## src/rtl/fpp_pkg.sv

```systemverilog
`timescale 1ns / 1ps
// ----------------------------------------------------------------------------
// fpp_pkg: shared constants for the fractal Perlin pixel generator
// Pipeline depths, datapath widths, hash multipliers, cosine table, CSR codes.
// ----------------------------------------------------------------------------
package fpp_pkg;

   localparam int OCTAVES     = 9;
   localparam int COORD_BITS  = 12;
   localparam int FRAC_BITS   = 16;

   // quotient of coord << (FRAC_BITS + OCTAVES - 1) by the grid size
   localparam int POS_W       = COORD_BITS + FRAC_BITS + OCTAVES - 1;
   // biased contrast value fed to the divide-by-ten
   localparam int CONTRAST_W  = 36;
   localparam int DIV_W       = (POS_W > CONTRAST_W) ? POS_W : CONTRAST_W;
   localparam int DIVISOR_W   = 16;
   localparam int DIV_STEP    = 4;
   localparam int DIV_STAGES  = (DIV_W + DIV_STEP - 1) / DIV_STEP;

   localparam int LANE_STAGES  = 8;
   localparam int TREE_STAGES  = 2;
   // divide by ten: partial products, then sum and shift
   localparam int RECIP_STAGES = 2;
   localparam int PIPE_DEPTH   = DIV_STAGES + LANE_STAGES + TREE_STAGES + 1
                                 + RECIP_STAGES + 1;

   localparam int NOISE_W     = 34;
   localparam int SUM_W       = 36;
   localparam int GROUPS      = (OCTAVES + 3) / 4;

   localparam int GRAY_W      = 9;
   localparam int PIXEL_W     = 17;

   localparam logic [31:0] HASH_M1 = 32'd3284157443;
   localparam logic [31:0] HASH_M2 = 32'd1911520717;
   localparam logic [31:0] HASH_M3 = 32'd2048419325;

   // cos(k*pi/16) in Q1.15 and the drop to the next entry
   localparam logic [15:0] COS_TAB [8] = '{
      16'd32767, 16'd32138, 16'd30273, 16'd27245,
      16'd23170, 16'd18205, 16'd12540, 16'd6393
   };
   localparam logic [15:0] COS_STEP [8] = '{
      16'd629, 16'd1865, 16'd3028, 16'd4075,
      16'd4965, 16'd5665, 16'd6147, 16'd6393
   };

   localparam int CSR_IDX_W = 4;
   localparam logic [CSR_IDX_W-1:0] CSR_SEED = 4'd0;
   localparam logic [CSR_IDX_W-1:0] CSR_GRID = 4'd1;

   localparam logic [DIVISOR_W-1:0] GRID_RESET = 16'd400;

endpackage

```

## src/rtl/fpp_div.sv

```systemverilog
`timescale 1ns / 1ps
// ----------------------------------------------------------------------------
// fpp_div: pipelined restoring divider
// Unsigned quotient, DIV_STEP quotient bits per register stage.
// ----------------------------------------------------------------------------
module fpp_div (
   input  logic                           clock,
   input  logic                           en,
   input  logic [fpp_pkg::DIV_W-1:0]      dividend,
   input  logic [fpp_pkg::DIVISOR_W-1:0]  divisor,
   output logic [fpp_pkg::DIV_W-1:0]      quotient
);
   import fpp_pkg::*;

   logic [DIV_W-1:0]     acc_ff [DIV_STAGES];
   logic [DIV_W-1:0]     acc_in [DIV_STAGES];
   logic [DIVISOR_W-1:0] rem_ff [DIV_STAGES];
   logic [DIVISOR_W-1:0] rem_in [DIV_STAGES];

   // shift dividend bits out the top, quotient bits in at the bottom
   function automatic logic [DIVISOR_W+DIV_W-1:0] div_stage(
      input logic [DIV_W-1:0]     acc,
      input logic [DIVISOR_W-1:0] rem,
      input logic [DIVISOR_W-1:0] d,
      input int                   first
   );
      logic [DIV_W-1:0]     a;
      logic [DIVISOR_W:0]   r;
      logic [DIVISOR_W-1:0] rr;
      a  = acc;
      rr = rem;
      for (int k = 0; k < DIV_STEP; k++) begin
         if (first + k < DIV_W) begin
            r = {rr, a[DIV_W-1]};
            if (r >= {1'b0, d}) begin
               r = r - {1'b0, d};
               a = {a[DIV_W-2:0], 1'b1};
            end else begin
               a = {a[DIV_W-2:0], 1'b0};
            end
            rr = r[DIVISOR_W-1:0];
         end
      end
      return {rr, a};
   endfunction

   always_comb begin
      for (int s = 0; s < DIV_STAGES; s++) begin
         if (s == 0) begin
            {rem_in[s], acc_in[s]} = div_stage(dividend, '0, divisor, 0);
         end else begin
            {rem_in[s], acc_in[s]} = div_stage(acc_ff[s-1], rem_ff[s-1], divisor,
                                               s * DIV_STEP);
         end
      end
   end

   always_ff @(posedge clock) begin
      if (en) begin
         for (int s = 0; s < DIV_STAGES; s++) begin
            acc_ff[s] <= acc_in[s];
            rem_ff[s] <= rem_in[s];
         end
      end
   end

   assign quotient = acc_ff[DIV_STAGES-1];

endmodule

```

## config.mk

```make
export PLATFORM = sky130hd
export DESIGN_NAME = fpp_div
export DESIGN_NICKNAME = d
export VERILOG_FILES = /design/src/rtl/fpp_pkg.sv /design/src/rtl/fpp_div.sv
export SDC_FILE = /design/constraint.sdc
export NUM_CORES = 2
export LEC_CHECK = 0
export BUFFER_PORTS_ARGS = -buffer_cell sky130_fd_sc_hd__buf_2
export CAP_MARGIN = 10
export CORE_ASPECT_RATIO = 0.9
export CORE_UTILIZATION = 49
export CTS_CLUSTER_SIZE = 40
export DETAILED_ROUTE_END_ITERATION = 10
export SLEW_MARGIN = 10
export SYNTH_ARGS = -nofsm -noshare
export SYNTH_HDL_FRONTEND = slang
export SYNTH_SLANG_ARGS = --single-unit
```

## constraint.sdc

```tcl
create_clock -name clock -period 23.8 [get_ports clock]
set_input_delay 3.57 -clock clock [delete_from_list [all_inputs] [get_ports clock]]
set_output_delay 3.57 -clock clock [all_outputs]
set_load 0.01 [all_outputs]
```

==> results_tabular.tex <==
\begin{tabular}{lr}
\hline
Metric & Value \\
\hline
\multicolumn{2}{l}{\textbf{Routing}} \\
\quad DR vias/cell & 6.02 \\
\quad Residual DRC & 0 \\
\quad First-pass iteration count of the detailed router & 9 \\
\quad Number of vias in the routed layout & 35,900 \\
\quad Antenna Nets Post-Route & 0 \\
\quad Initial drt markers & 2,823 \\
\quad Drt total wl & 122,000 um \\
\quad Wire length per cell after detailed routing & 20.4 um \\
\multicolumn{2}{l}{\textbf{Placed design}} \\
\quad RD Place Congestion & 0.929 \\
\quad HPWL Detailed & 91,200 um \\
\quad Input/output buffers & 89 \\
\multicolumn{2}{l}{\textbf{Clock tree}} \\
\quad Number of clock buffers inserted by TritonCTS & 54 \\
\quad Post-CTS clock slew at the launch and capture registers of the worst setup and hold paths & 0.06 ns \\
\quad TritonCTS clock tree & yes \\
\quad Clock Sinks & 452 \\
\quad Clock insertion delay at the later pin of the skew report & 0.65 ns \\
\quad Number of gates resized after CTS & 0 \\
\quad H-tree depth & 2 \\
\quad Clock root cell & clkbuf\_16 \\
\quad \# hold bufs at CTS & 0 \\
\quad Post-CTS Setup Repair Bufs & 0 \\
\quad Clock Tree Buf Depth & 3 \\
\multicolumn{2}{l}{\textbf{STA}} \\
\quad Summed negative setup slack over all endpoints & 0 ns \\
\quad Setup repair after global routing missed its margin & no \\
\quad Max-slew violation total from the final report & 0 \\
\quad Fraction of the cycle the final worst path needs & 68.1\% \\
\quad Actual slew at the worst max-slew pin & 1.03 ns \\
\quad Setup clock skew after layout & 0.0371 ns \\
\quad Rel. slew slack & 31.3\% \\
\quad Final Hold Vio Count & 0 \\
\quad Final setup violation count & 0 \\
\quad Fmax & 61.7 MHz \\
\quad Final period demand of the worst path & 16.21 ns \\
\multicolumn{2}{l}{\textbf{Layout}} \\
\quad Antenna diodes & 0 \\
\quad Layout cell share with drive strength beyond 1 & 12.0\% \\
\quad Signed area change from the synthesized netlist to the final layout & 7.83\% \\
\quad Fill count & 8,248 \\
\quad Number of nets in the final layout & 5,403 \\
\multicolumn{2}{l}{\textbf{Critical path}} \\
\quad Largest stage delay, worst path & 0.83 ns \\
\quad Category of the critical setup timing path & in -> reg \\
\quad Crit-path slowest cell & nor2\_2 \\
\quad Worst R2R Start & rem\_ff[0][13]\$\_DFFE\_PP\_ \\
\quad CP required & 24.16 ns \\
\quad Most common cell on crit path & o21ai\_0 \\
\quad CP Launch Point & divisor[1] \\
\quad Startpoint Class & input pin \\
\quad Crit path capture type & flop \\
\quad Arrival time of the worst setup path & 16.57 ns \\
\quad Critical Path Fanout Max & 28 \\
\multicolumn{2}{l}{\textbf{GRT}} \\
\quad Maximum number of pins on one net before global-route repair & 92 \\
\quad Overall track demand over capacity in global routing & 25.9\% \\
\quad Number of antenna violations at the first check in global routing & 2 \\
\quad Total gr overflow & 0 \\
\quad Wire length of the first global-routing pass & 189,000 um \\
\quad Vias in the first global route & 33,400 \\
\multicolumn{2}{l}{\textbf{Synthesis}} \\
\quad Register area share after synthesis & 30.4\% \\
\quad Area share of the largest cell type after synthesis & 30.4\% \\
\quad Avg Cell Area, Syn & 9.54 um\^{}2 \\
\quad Flip-flop and latch count after synthesis & 452 \\
\quad Cell count after synthesis & 4,677 \\
\quad Number of library cell types mapped by synthesis & 99 \\
\quad Warnings from Yosys & 0 \\
\quad Main flop type after synthesis & edfxtp\_1 \\
\quad Combined area of all synthesized cells & 44,600 um\^{}2 \\
\quad Number of enable-type register cells in the synthesized netlist & 452 \\
\quad Dominant cell type by area after synthesis & edfxtp\_1 \\
\quad Leading cell types by total area after synthesis & edfxtp\_1 (30\%), ha\_1 (16\%), mux2\_2 (6.3\%) \\
\quad Post-Syn Nets & 5,327 \\
\quad Proportion of register bits with asynchronous set or reset after synthesis & 0\% \\
\multicolumn{2}{l}{\textbf{Floorplan}} \\
\quad Vertical extent of the die & 288 um \\
\quad Horizontal extent of the die & 320 um \\
\quad Core area & 89,800 um\^{}2 \\
\quad Area of the die & 92,300 um\^{}2 \\
\quad Initial core utilization & 49.7\% \\
\quad Number of placement rows & 104 \\
\quad Number of ports placed on the die boundary & 90 \\
\multicolumn{2}{l}{\textbf{Run status}} \\
\quad Status & complete, no violations \\
\multicolumn{2}{l}{\textbf{Flow run}} \\
\quad Reported max-cap violation count & 0 \\
\multicolumn{2}{l}{\textbf{Worst hold path}} \\
\quad Tightest Hold Check Type & reg -> reg \\
\quad Hold Crit Start & acc\_ff[0][19]\$\_DFFE\_PP\_ \\
\hline
\end{tabular}
stage by stage:
stage / setup slack [ns] / cells / utilization, % / instance area (um^2) / hold slack (ns)
2_1_floorplan: 8.57 / 4677 / - / 44600 / 0.400
3_3_place_gp: 7.35 / 5863 / 51.6 / 46300 / 0.401
3_5_place_dp: 7.16 / 5863 / 51.6 / 46300 / 0.405
4_1_cts: 7.77 / 5962 / 53.6 / 48100 / 0.389
5_1_grt: 6.56 / 5962 / 53.6 / 48100 / 0.395
6_report: 7.59 / 5962 / 53.6 / 48100 / 0.399
flip-flops by register name (all words and copies together) (netlist names):
| signal | count |
|---|---|
| acc_ff | 324 |
| rem_ff | 128 |
area by class of cell:
| type | instances | area (um^2) | area share [%] |
|---|---|---|---|
| Inverter | 207 | 786 | 1.63 |
| Sequential cell | 452 | 13600 | 28.2 |
| Timing Repair Buffer | 141 | 871 | 1.81 |
| Tap cell | 1166 | 1460 | 3.03 |
| Clock inverter | 37 | 432 | 0.897 |
| Multi-Input combinational cell | 3897 | 29600 | 61.6 |
| Clock buffer | 62 | 1380 | 2.87 |
layer usage:
| metal | vias to the layer above | GRT usage, % | share of wire (%) | wire, um |
|---|---|---|---|---|
| met5 | - | 0 | 0.016 | 20 |
| met4 | 2 | 6.03 | 2.2 | 2650 |
| met3 | 159 | 2.78 | 4.7 | 5720 |
| met2 | 912 | 42.3 | 45 | 55100 |
| met1 | 17000 | 36.8 | 48 | 58400 |
| li1 | 17900 | - | - | - |
path summary, 6_finish.rpt:
| check | to | slack [ns] | depth (start not counted) |
|---|---|---|---|
| max | rem_ff[0][25]$_DFFE_PP_ | 7.59 | 44 |
| min | acc_ff[0][59]$_DFFE_PP_ | 0.40 | 0 |
| max reg2reg | rem_ff[0][25]$_DFFE_PP_ | 11.20 | 40 |
| min reg2reg | acc_ff[0][59]$_DFFE_PP_ | 0.40 | 0 |
critical path, delay by kind of cell:
kind,cells,cell delay [ns]
adders and majority gates,4,1.31
AOI/OAI and AO/OA,24,6.92
muxes,1,0.48
buffers and inverters,6,1.39
and+or+nand+nor,9,2.84
kinds of logic after synthesis:
group / synth area share [%]
muxes: 8.20
xor gates and xnor gates: 7.42
adders and majority gates: 17.3
AOI/OAI and AO/OA: 19.8
DFF: 30.4
and+or+nand+nor: 13.6
buffers and inverters: 3.23
synth_stat cells (40+ instances only):
master	number
ha_1	562
edfxtp_1	452
a21oi_1	372
nor2_1	332
nand2_1	307
o21ai_0	281
mux2_2	251
xnor2_1	247
inv_1	200
a21o_1	167
xor2_1	131
nor3_1	116
o21a_1	99
nor2b_1	95
nand3_1	80
nand4_1	80
nand2b_1	58
clkbuf_1	54
o31ai_1	53
mux2i_1	43
o21bai_1	42
buf_4	41
or3_1	41
a31oi_1	40
placed cells by master, fill, tap and decap left out, drive strengths merged, types with 12 or more instances in the layout:
cell,netlist,final
and4,15,15
xor2,131,131
mux2,277,277
a21oi,374,374
o21ai,288,288
nor3,117,117
clkbuf,54,62
xnor2,247,247
o211ai,34,34
nor4,30,30
ha,562,562
inv,205,211
mux2i,45,45
and2,17,17
or2,16,16
and3,25,25
edfxtp,452,452
o31a,29,29
a31o,14,14
a22oi,14,14
clkinv,2,18
a21o,167,167
nand4,80,80
buf,67,141
nand2,307,307
fa,34,34
nor2b,95,95
or3,41,41
a211oi,40,40
o31ai,56,56
a31oi,40,40
o21a,99,99
a221oi,12,12
nor2,333,333
nand2b,58,58
nand3,80,80
o21bai,42,42
a21boi,29,29
Power is not shown: default switching activity piles up to over one toggle a cycle in this logic, so the estimate is an artifact.
